**src/hdl/jts_pkg.sv**
```systemverilog
// Shared types, opcodes, TAP state codes and TAP graph tables for the JTAG sequencer.
// No dependencies; every other file of the block imports this package.
package jts_pkg;

	localparam int SHIFT_WIDTH  = 32;
	localparam int MAX_IDLE     = 64;
	localparam int RESET_CLOCKS = 6;
	localparam int DATA_W       = 32;
	localparam int CNT_W        = 7;

	typedef logic [1:0]       op_t;
	typedef logic [3:0]       tap_t;
	typedef logic [CNT_W-1:0] cnt_t;

	localparam op_t OP_GOTO  = 2'd0;
	localparam op_t OP_RESET = 2'd1;
	localparam op_t OP_SHIFT = 2'd2;
	localparam op_t OP_IDLE  = 2'd3;

	localparam tap_t ST_TLR       = 4'd0;
	localparam tap_t ST_RTI       = 4'd1;
	localparam tap_t ST_SEL_DR    = 4'd2;
	localparam tap_t ST_CAP_DR    = 4'd3;
	localparam tap_t ST_SHIFT_DR  = 4'd4;
	localparam tap_t ST_EXIT1_DR  = 4'd5;
	localparam tap_t ST_PAUSE_DR  = 4'd6;
	localparam tap_t ST_EXIT2_DR  = 4'd7;
	localparam tap_t ST_UPD_DR    = 4'd8;
	localparam tap_t ST_SEL_IR    = 4'd9;
	localparam tap_t ST_CAP_IR    = 4'd10;
	localparam tap_t ST_SHIFT_IR  = 4'd11;
	localparam tap_t ST_EXIT1_IR  = 4'd12;
	localparam tap_t ST_PAUSE_IR  = 4'd13;
	localparam tap_t ST_EXIT2_IR  = 4'd14;
	localparam tap_t ST_UPD_IR    = 4'd15;

	// TAP graph: next state for TMS low and TMS high
	localparam tap_t NEXT_TMS0 [16] = '{4'd1, 4'd1, 4'd3, 4'd4, 4'd4, 4'd6, 4'd6, 4'd4,
		4'd1, 4'd10, 4'd11, 4'd11, 4'd13, 4'd13, 4'd11, 4'd1};
	localparam tap_t NEXT_TMS1 [16] = '{4'd0, 4'd2, 4'd9, 4'd5, 4'd5, 4'd8, 4'd7, 4'd8,
		4'd2, 4'd0, 4'd12, 4'd12, 4'd15, 4'd14, 4'd15, 4'd2};

	typedef struct packed {
		op_t                opcode;
		tap_t               target_state;
		logic [DATA_W-1:0]  shift_data;
		cnt_t               bit_count;
		logic               exit_shift;
		logic               keep_tdi;
	} cmd_t;

	typedef struct packed {
		logic tms_level;
		logic tdi_level;
		logic run_last;
		tap_t tap_state_now;
	} res_t;

	// Inputs of the per-period step unit
	typedef struct packed {
		op_t  op;
		tap_t state;
		tap_t target;
		logic data_bit;
		logic cnt_one;
		logic exit_shift;
		logic keep_tdi;
		logic last_tms;
		logic last_tdi;
	} step_in_t;

	typedef struct packed {
		logic tms;
		logic tdi;
		logic fin;
		tap_t nxt;
	} step_out_t;

	// TMS level that moves from s one edge closer to t (s differs from t)
	function automatic logic goto_tms(tap_t s, tap_t t);
		logic r;
		r = 1'b1;
		case (s)
			ST_TLR:      r = 1'b0;
			ST_RTI:      r = 1'b1;
			ST_SEL_DR:   r = !(t >= ST_CAP_DR && t <= ST_UPD_DR);
			ST_SEL_IR:   r = !(t >= ST_CAP_IR && t <= ST_UPD_IR);
			ST_CAP_DR:   r = (t != ST_SHIFT_DR);
			ST_CAP_IR:   r = (t != ST_SHIFT_IR);
			ST_EXIT1_DR: r = !(t >= ST_SHIFT_DR && t <= ST_EXIT2_DR);
			ST_EXIT1_IR: r = !(t >= ST_SHIFT_IR && t <= ST_EXIT2_IR);
			ST_EXIT2_DR: r = !(t >= ST_SHIFT_DR && t <= ST_PAUSE_DR);
			ST_EXIT2_IR: r = !(t >= ST_SHIFT_IR && t <= ST_PAUSE_IR);
			ST_UPD_DR,
			ST_UPD_IR:   r = (t != ST_RTI);
			default:     r = 1'b1;
		endcase
		return r;
	endfunction

endpackage

```
**src/hdl/jts_if.sv**
```systemverilog
// Request and result channel interfaces of the JTAG sequencer.
// Depends on jts_pkg for the payload types.
interface jts_cmd_if;
	import jts_pkg::*;
	logic valid;
	logic ready;
	cmd_t payload;
	modport source (output valid, output payload, input ready);
	modport sink (input valid, input payload, output ready);
endinterface

interface jts_res_if;
	import jts_pkg::*;
	logic valid;
	logic ready;
	res_t payload;
	modport source (output valid, output payload, input ready);
	modport sink (input valid, input payload, output ready);
endinterface

```
**src/hdl/jtag_tap_sequencer_top.sv**
```systemverilog
// Top level of the JTAG master sequencer: request latch, period sequencer, result register.
// Depends on jts_pkg, jts_if.sv and jts_step.
//
//  channel | dir | payload                                            | handshake
//  --------+-----+----------------------------------------------------+-----------
//  cmd     | in  | opcode, target_state, shift_data, bit_count,       | valid/ready
//          |     | exit_shift, keep_tdi                               |
//  res     | out | tms_level, tdi_level, run_last, tap_state_now      | valid/ready
//
// A request is taken while the block is idle; it then yields one result per cycle, unless res
// stalls, through the shared step unit and the single result register.
// Requests that yield no period (goto to the current state, zero count) leave the block idle.
// cmd.ready is low while a request is being sequenced; a stalled res holds the sequencer.
// Reset puts the tracked TAP state in Test-Logic-Reset and clears TMS and TDI history.
module jtag_tap_sequencer_top (
	input  logic      clk,
	input  logic      arst_n,
	jts_cmd_if.sink   cmd,
	jts_res_if.source res
);
	import jts_pkg::*;

	localparam logic S_IDLE = 1'b0;
	localparam logic S_RUN  = 1'b1;

	logic              state_q;
	op_t               op_q;
	tap_t              target_q;
	logic [DATA_W-1:0] data_q;
	cnt_t              cnt_q;
	logic              exit_q;
	logic              keep_q;

	tap_t              tap_state_q;
	logic              last_tms_q;
	logic              last_tdi_q;

	logic              res_valid_q;
	res_t              res_q;

	logic              take;
	logic              step_go;
	cnt_t              cnt_init;
	logic              has_work;
	step_in_t          si;
	step_out_t         so;

	assign cmd.ready   = (state_q == S_IDLE);
	assign take        = cmd.valid && cmd.ready;
	assign res.valid   = res_valid_q;
	assign res.payload = res_q;

	// advance one period whenever the result register is free or being drained
	assign step_go = (state_q == S_RUN) && (!res_valid_q || res.ready);

	// number of periods the new request asks for (goto ends on reaching its target)
	always_comb begin
		cnt_init = '0;
		case (cmd.payload.opcode)
			OP_RESET: cnt_init = CNT_W'(RESET_CLOCKS);
			OP_SHIFT: cnt_init = (cmd.payload.bit_count > CNT_W'(SHIFT_WIDTH)) ?
				CNT_W'(SHIFT_WIDTH) : cmd.payload.bit_count;
			OP_IDLE:  cnt_init = (cmd.payload.bit_count > CNT_W'(MAX_IDLE)) ?
				CNT_W'(MAX_IDLE) : cmd.payload.bit_count;
			default:  cnt_init = '0;
		endcase
	end

	assign has_work = (cmd.payload.opcode == OP_GOTO) ?
		(cmd.payload.target_state != tap_state_q) : (cnt_init != '0);

	assign si.op         = op_q;
	assign si.state      = tap_state_q;
	assign si.target     = target_q;
	assign si.data_bit   = data_q[0];
	assign si.cnt_one    = (cnt_q == CNT_W'(1));
	assign si.exit_shift = exit_q;
	assign si.keep_tdi   = keep_q;
	assign si.last_tms   = last_tms_q;
	assign si.last_tdi   = last_tdi_q;

	jts_step u_step (
		.si (si),
		.so (so)
	);

	// sequencer and tracked JTAG history
	always_ff @(posedge clk or negedge arst_n) begin
		if (!arst_n) begin
			state_q     <= S_IDLE;
			tap_state_q <= ST_TLR;
			last_tms_q  <= 1'b0;
			last_tdi_q  <= 1'b0;
		end else begin
			unique case (state_q)
				S_IDLE: begin
					if (take) begin
						// goto drives TDI high even when no step is needed
						if (cmd.payload.opcode == OP_GOTO) begin
							last_tdi_q <= 1'b1;
						end
						if (has_work) begin
							state_q <= S_RUN;
						end
					end
				end
				S_RUN: begin
					if (step_go) begin
						tap_state_q <= so.nxt;
						last_tms_q  <= so.tms;
						last_tdi_q  <= so.tdi;
						if (so.fin) begin
							state_q <= S_IDLE;
						end
					end
				end
				default: state_q <= S_IDLE;
			endcase
		end
	end

	// request payload: latch on take, then consume one bit and one count per period
	always_ff @(posedge clk) begin
		if (take) begin
			op_q     <= cmd.payload.opcode;
			target_q <= cmd.payload.target_state;
			data_q   <= cmd.payload.shift_data;
			cnt_q    <= cnt_init;
			exit_q   <= cmd.payload.exit_shift;
			keep_q   <= cmd.payload.keep_tdi;
		end else if (step_go) begin
			data_q <= data_q >> 1;
			cnt_q  <= cnt_q - CNT_W'(1);
		end
	end

	// result register: load a new period, drop the flag once taken
	always_ff @(posedge clk or negedge arst_n) begin
		if (!arst_n) begin
			res_valid_q <= 1'b0;
		end else if (step_go) begin
			res_valid_q <= 1'b1;
		end else if (res.ready) begin
			res_valid_q <= 1'b0;
		end
	end

	always_ff @(posedge clk) begin
		if (step_go) begin
			res_q.tms_level     <= so.tms;
			res_q.tdi_level     <= so.tdi;
			res_q.run_last      <= so.fin;
			res_q.tap_state_now <= so.nxt;
		end
	end

	// a last period always returns the sequencer to idle
	a_fin_idle: assert property (@(posedge clk) disable iff (!arst_n)
		step_go && so.fin |=> state_q == S_IDLE)
		else $error("sequencer still running after last period");

	// a TAP reset always finishes in Test-Logic-Reset
	a_reset_tlr: assert property (@(posedge clk) disable iff (!arst_n)
		step_go && so.fin && op_q == OP_RESET |=> res.payload.tap_state_now == ST_TLR)
		else $error("TAP reset did not reach Test-Logic-Reset");

	// a shift with exit leaves the TAP in an Exit1 state
	a_shift_exit: assert property (@(posedge clk) disable iff (!arst_n)
		step_go && so.fin && op_q == OP_SHIFT && exit_q |=>
		tap_state_q == ST_EXIT1_DR || tap_state_q == ST_EXIT1_IR)
		else $error("shift exit did not land in Exit1");

endmodule

```
**src/hdl/jts_step.sv**
```systemverilog
// Shared step unit: works out one TCK period (TMS, TDI, next TAP state, last flag).
// Depends on jts_pkg.
module jts_step (
	input  jts_pkg::step_in_t  si,
	output jts_pkg::step_out_t so
);
	import jts_pkg::*;

	logic leave;

	assign leave = si.cnt_one && si.exit_shift;

	always_comb begin
		so = '0;
		unique case (si.op)
			OP_GOTO: begin
				so.tms = goto_tms(si.state, si.target);
				so.tdi = 1'b1;
				so.nxt = so.tms ? NEXT_TMS1[si.state] : NEXT_TMS0[si.state];
				so.fin = (so.nxt == si.target);
			end
			OP_RESET: begin
				so.tms = 1'b1;
				so.tdi = si.last_tdi;
				so.nxt = NEXT_TMS1[si.state];
				so.fin = si.cnt_one;
			end
			OP_SHIFT: begin
				so.tms = leave ? 1'b1 : si.last_tms;
				so.tdi = si.keep_tdi ? si.last_tdi : si.data_bit;
				// leave to Exit1-DR from Shift-DR, and to Exit1-IR from any other state
				if (leave) begin
					so.nxt = (si.state == ST_SHIFT_DR) ? ST_EXIT1_DR : ST_EXIT1_IR;
				end else begin
					so.nxt = si.state;
				end
				so.fin = si.cnt_one;
			end
			OP_IDLE: begin
				so.tms = (si.state == ST_TLR);
				so.tdi = 1'b0;
				so.nxt = si.state;
				so.fin = si.cnt_one;
			end
			default: so = '0;
		endcase
	end

endmodule

```
**src/flat_wrapper.sv**
```systemverilog
// flat-port wrapper written by rule: the top's interface ports become plain ports
module jtag_tap_sequencer_top_flat import jts_pkg::*;
  (clk, arst_n, cmd_valid, cmd_payload, cmd_ready, res_valid, res_payload, res_ready);
  jts_cmd_if cmd_i ();
  jts_res_if res_i ();
  input  logic clk;
  input  logic arst_n;
  input wire logic [$bits(cmd_i.valid)-1:0] cmd_valid;
  input wire logic [$bits(cmd_i.payload)-1:0] cmd_payload;
  output wire logic [$bits(cmd_i.ready)-1:0] cmd_ready;
  output wire logic [$bits(res_i.valid)-1:0] res_valid;
  output wire logic [$bits(res_i.payload)-1:0] res_payload;
  input wire logic [$bits(res_i.ready)-1:0] res_ready;
  assign cmd_i.valid = cmd_valid;
  assign cmd_i.payload = cmd_payload;
  assign cmd_ready = cmd_i.ready;
  assign res_valid = res_i.valid;
  assign res_payload = res_i.payload;
  assign res_i.ready = res_ready;
  jtag_tap_sequencer_top u_core (.clk(clk), .arst_n(arst_n), .cmd(cmd_i), .res(res_i));
endmodule
```
**config.mk**
```make
export PLATFORM = sky130hd
export DESIGN_NAME = jtag_tap_sequencer_top_flat
export DESIGN_NICKNAME = d
export VERILOG_FILES = /design/src/hdl/jts_pkg.sv /design/src/hdl/jts_if.sv /design/src/hdl/jtag_tap_sequencer_top.sv /design/src/hdl/jts_step.sv /design/src/flat_wrapper.sv
export SDC_FILE = /design/constraint.sdc
export NUM_CORES = 1
export LEC_CHECK = 0
export BUFFER_PORTS_ARGS = -buffer_cell sky130_fd_sc_hd__buf_2
export CORE_ASPECT_RATIO = 1.5
export CORE_MARGIN = 2
export CORE_UTILIZATION = 51
export CTS_CLUSTER_SIZE = 40
export DETAILED_ROUTE_END_ITERATION = 8
export GPL_TIMING_DRIVEN = 0
export PLACE_DENSITY = 0.72
export SKIP_CTS_REPAIR_TIMING = 1
export SYNTH_ARGS = -nofsm -noshare
export SYNTH_HDL_FRONTEND = slang
export SYNTH_SLANG_ARGS = --single-unit
```
**constraint.sdc**
```tcl
create_clock -name clk -period 2.95 [get_ports clk]
set_clock_uncertainty 0.2 [all_clocks]
set_input_delay 0 -clock clk [delete_from_list [all_inputs] [get_ports clk]]
set_output_delay 0 -clock clk [all_outputs]
set_load 0.02 [all_outputs]
```
==> results.py <==
metrics = {
    "run_status": {
        "status": "finished, violations left",
        "violations": "negative setup slack",
    },
    "power": {
        "power.density_nw_per_um2": 1030,
        "ir_drop_mv": 0.613,
        "p_leak_nw": 1.92,
    },
    "routing": {
        "drc": 0,
        "vias": 3060,
        "drtPass1Iterations": 5,
        "viasPerCell": 5.84,
        "postRouteAntennaNets": 0,
        "wl_per_cell_um": 18.8,
        "drt-total-wl_mm": 9.86,
        "initialDrtViolationCount": 234,
    },
    "global_route": {
        "grt_use_total_pct": 22.9,
        "grt_max_degree": 40,
        "grt_pass1_wl_mm": 13.5,
        "grt_pass1_vias": 2901,
        "grt_overflow": 0,
        "grt_antenna_before_repair": 0,
    },
    "final_layout": {
        "layout_common_cells": "buf_2, edfxtp_1, dlygate4sd3_1",
        "final_util_pct": 71.7,
        "register_area_um2": 1820,
        "insertedDiodeCount": 0,
        "fillers": 467,
        "layout_commonest_cell": "buf_2",
        "syn_to_final_growth_pct": 36.9,
        "nets": 498,
        "drive_above_1_share_pct": 34.3,
        "multi_input_area_um2": 1700,
    },
    "synth": {
        "synthArstFlopShare_pct": 12.9,
        "synth_xor_area_share_pct": 2.68,
        "synth_seq_cells": 62,
        "synth_fa_ha_area_share_pct": 2.09,
        "synth_nets": 369,
        "syn_inst": 312,
        "synth_top_family_by_area": "compound AO/OA/AOI/OAI gates",
        "synth.distinct_cells": 62,
        "synth_compound_area_share_pct": 14.1,
        "ys.flop_type": "edfxtp_1",
        "synth_area_um2": 3590,
        "synth_warnings": 0,
        "synthMuxAreaShare_pct": 13.0,
        "synth_edf_count": 54,
        "synth-simple-area-share_pct": 12.4,
        "syn_area_per_cell_um2": 11.5,
        "ys_seq_area_share_pct": 50.7,
    },
    "floorplan": {
        "core_um2": 6850,
        "dieArea_um2": 7740,
        "ioPinCount": 60,
        "die_x_um": 72.5,
        "die_h_um": 107,
        "start_util_pct": 52.4,
        "row_count": 37,
    },
    "placement": {
        "port_buffers": 59,
        "gp_congestion": 0.875,
        "hpwl_mm": 6.01,
    },
    "timing": {
        "rsz0062_at_grt": "yes",
        "fin_crit_sh_pct": 103,
        "timing.hold.ws_ps": 75.5,
        "max_clock_freq_mhz": 328,
        "tightest_slew_ps": 857,
        "layout_setup_ws_ps": -103,
        "setup-violations-final": 6,
        "relSlewSlack_pct": 42.9,
        "slew_violations": 0,
        "hold_viol_final": 0,
        "period_minus_slack_ps": 3050,
    },
    "worst_setup_path": {
        "endpoint_kind": "register",
        "r2r_slack_ps": -100,
        "crit_type": "reg2reg",
        "critPathMaxFanout": 5,
        "reg2reg_from": "u_core.tap_state_q[1]",
        "startpoint_type": "register",
        "r2r.worst_path.cells": 10,
        "crit_required_ps": 2970,
        "worstReg2RegEnd": "u_core.state_q",
        "worstPathArrival_ps": 3080,
    },
    "clocking": {
        "htree_levels": 3,
        "clk_path_buf_depth": 2,
        "cts_inserted_buffers": 9,
        "cts.clk_slew.worst_paths_ps": 70,
        "insertion_delay_ps": 350,
        "cts.sinks": 62,
        "cts_tree": "done",
        "root_buffer": "clkbuf_8",
    },
    "hold_path": {
        "min_path_cells": 5,
        "holdPathEnd": "u_core.cnt_q[1]",
        "hold_path.startpoint": "cmd_payload[3]",
        "hold_class": "in2reg",
    },
    "run": {
        "drv_cap": 0,
    },
}
[per-stage QoR]
step | TNS (ps) | power [mW] | setup WS [ps] | instance area, µm² | instances
3_5_place_dp | -9680 | 3.70 | -550 | 4020 | 449
2_1_floorplan | 0 | 3.18 | 34.0 | 3620 | 312
5_1_grt | -758 | 5.33 | -182 | 4920 | 524
6_report | -294 | 5.07 | -103 | 4920 | 524
3_3_place_gp | -30460 | 3.66 | -704 | 4020 | 449
4_1_cts | -9780 | 4.53 | -579 | 4230 | 465
[worst max path at each step]
stage,from,endpoint,cells after the start
floorplan,u_core.tap_state_q[0],u_core.state_q,10
global placement,u_core.state_q,u_core.data_q[8],4
detailed placement,u_core.tap_state_q[1],u_core.res.payload[4],9
CTS,u_core.tap_state_q[1],u_core.res.payload[4],9
global route,u_core.tap_state_q[0],u_core.state_q,10
finish,u_core.tap_state_q[1],u_core.state_q,10
[logic make-up after synthesis]
kind of cell | after synthesis
simple gates | 83
compound gates | 74
flops | 62
mux | 41
buf+inv | 35
xor+xnor | 11
fa+ha+maj | 6
[final cells by class]
cell class	instances	share of cell area, %
buffer	20	2.83
clock buffer	10	2.60
clock inverter	6	1.73
inverter	15	1.25
multi-input combinational	215	34.6
sequential	62	37.1
tap	78	1.99
timing repair buffer	118	17.9
[worst max-delay path, cell delays in order, from the launching register on]
cell and delay [ps]:
dfrtp_2 470, buf_6 140, ha_4 160, a31o_4 230, a311o_1 250, a222oi_1 290
buf_4 180, and3_4 200, mux2_4 330, xor2_2 160, o31a_1 290
[Yosys cell counts (all sizes together), types with 3 or more instances]
| library cell | count | area (µm²) |
|---|---|---|
| or2 | 3 | 18.8 |
| mux2i | 5 | 50.1 |
| or4b | 4 | 40.0 |
| a21oi | 13 | 65.1 |
| o22ai | 5 | 31.3 |
| xnor2 | 3 | 26.3 |
| inv | 15 | 56.3 |
| clkbuf | 10 | 57.6 |
| edfxtp | 54 | 1620 |
| nor2 | 17 | 63.8 |
| buf | 10 | 68.8 |
| nor2b | 6 | 37.5 |
| mux2 | 35 | 394 |
| nor3 | 7 | 35.0 |
| nand3 | 6 | 35.0 |
| o211ai | 4 | 30.0 |
| a211oi | 6 | 45.0 |
| a21boi | 3 | 22.5 |
| nand2b | 6 | 37.5 |
| xor2 | 8 | 70.1 |
| dfrtp | 8 | 200 |
| nand2 | 21 | 78.8 |
| ha | 6 | 75.1 |
| o21ai | 17 | 85.1 |
[sequential cells by signal (all words and copies together) (netlist names), 2 cells and up]
register / count
u_core.op_q: 2
u_core.res.payload: 7
u_core.tap_state_q: 4
u_core.cnt_q: 7
u_core.target_q: 4
u_core.data_q: 32
[power by group]
part,total [mW],internal [mW],switching [mW]
registers,1.69,1.49,0.204
logic,2.55,1.22,1.34
clock network,0.828,0.475,0.354
[metal layers]
metal,global-route usage [%],up-vias,wire (µm)
met3,4.32,19,405
met2,41.4,104,5630
li1,-,1439,-
met4,11.6,0,218
met5,0,-,0
met1,24.7,1498,3610
Power figures use the tool's default switching activity.
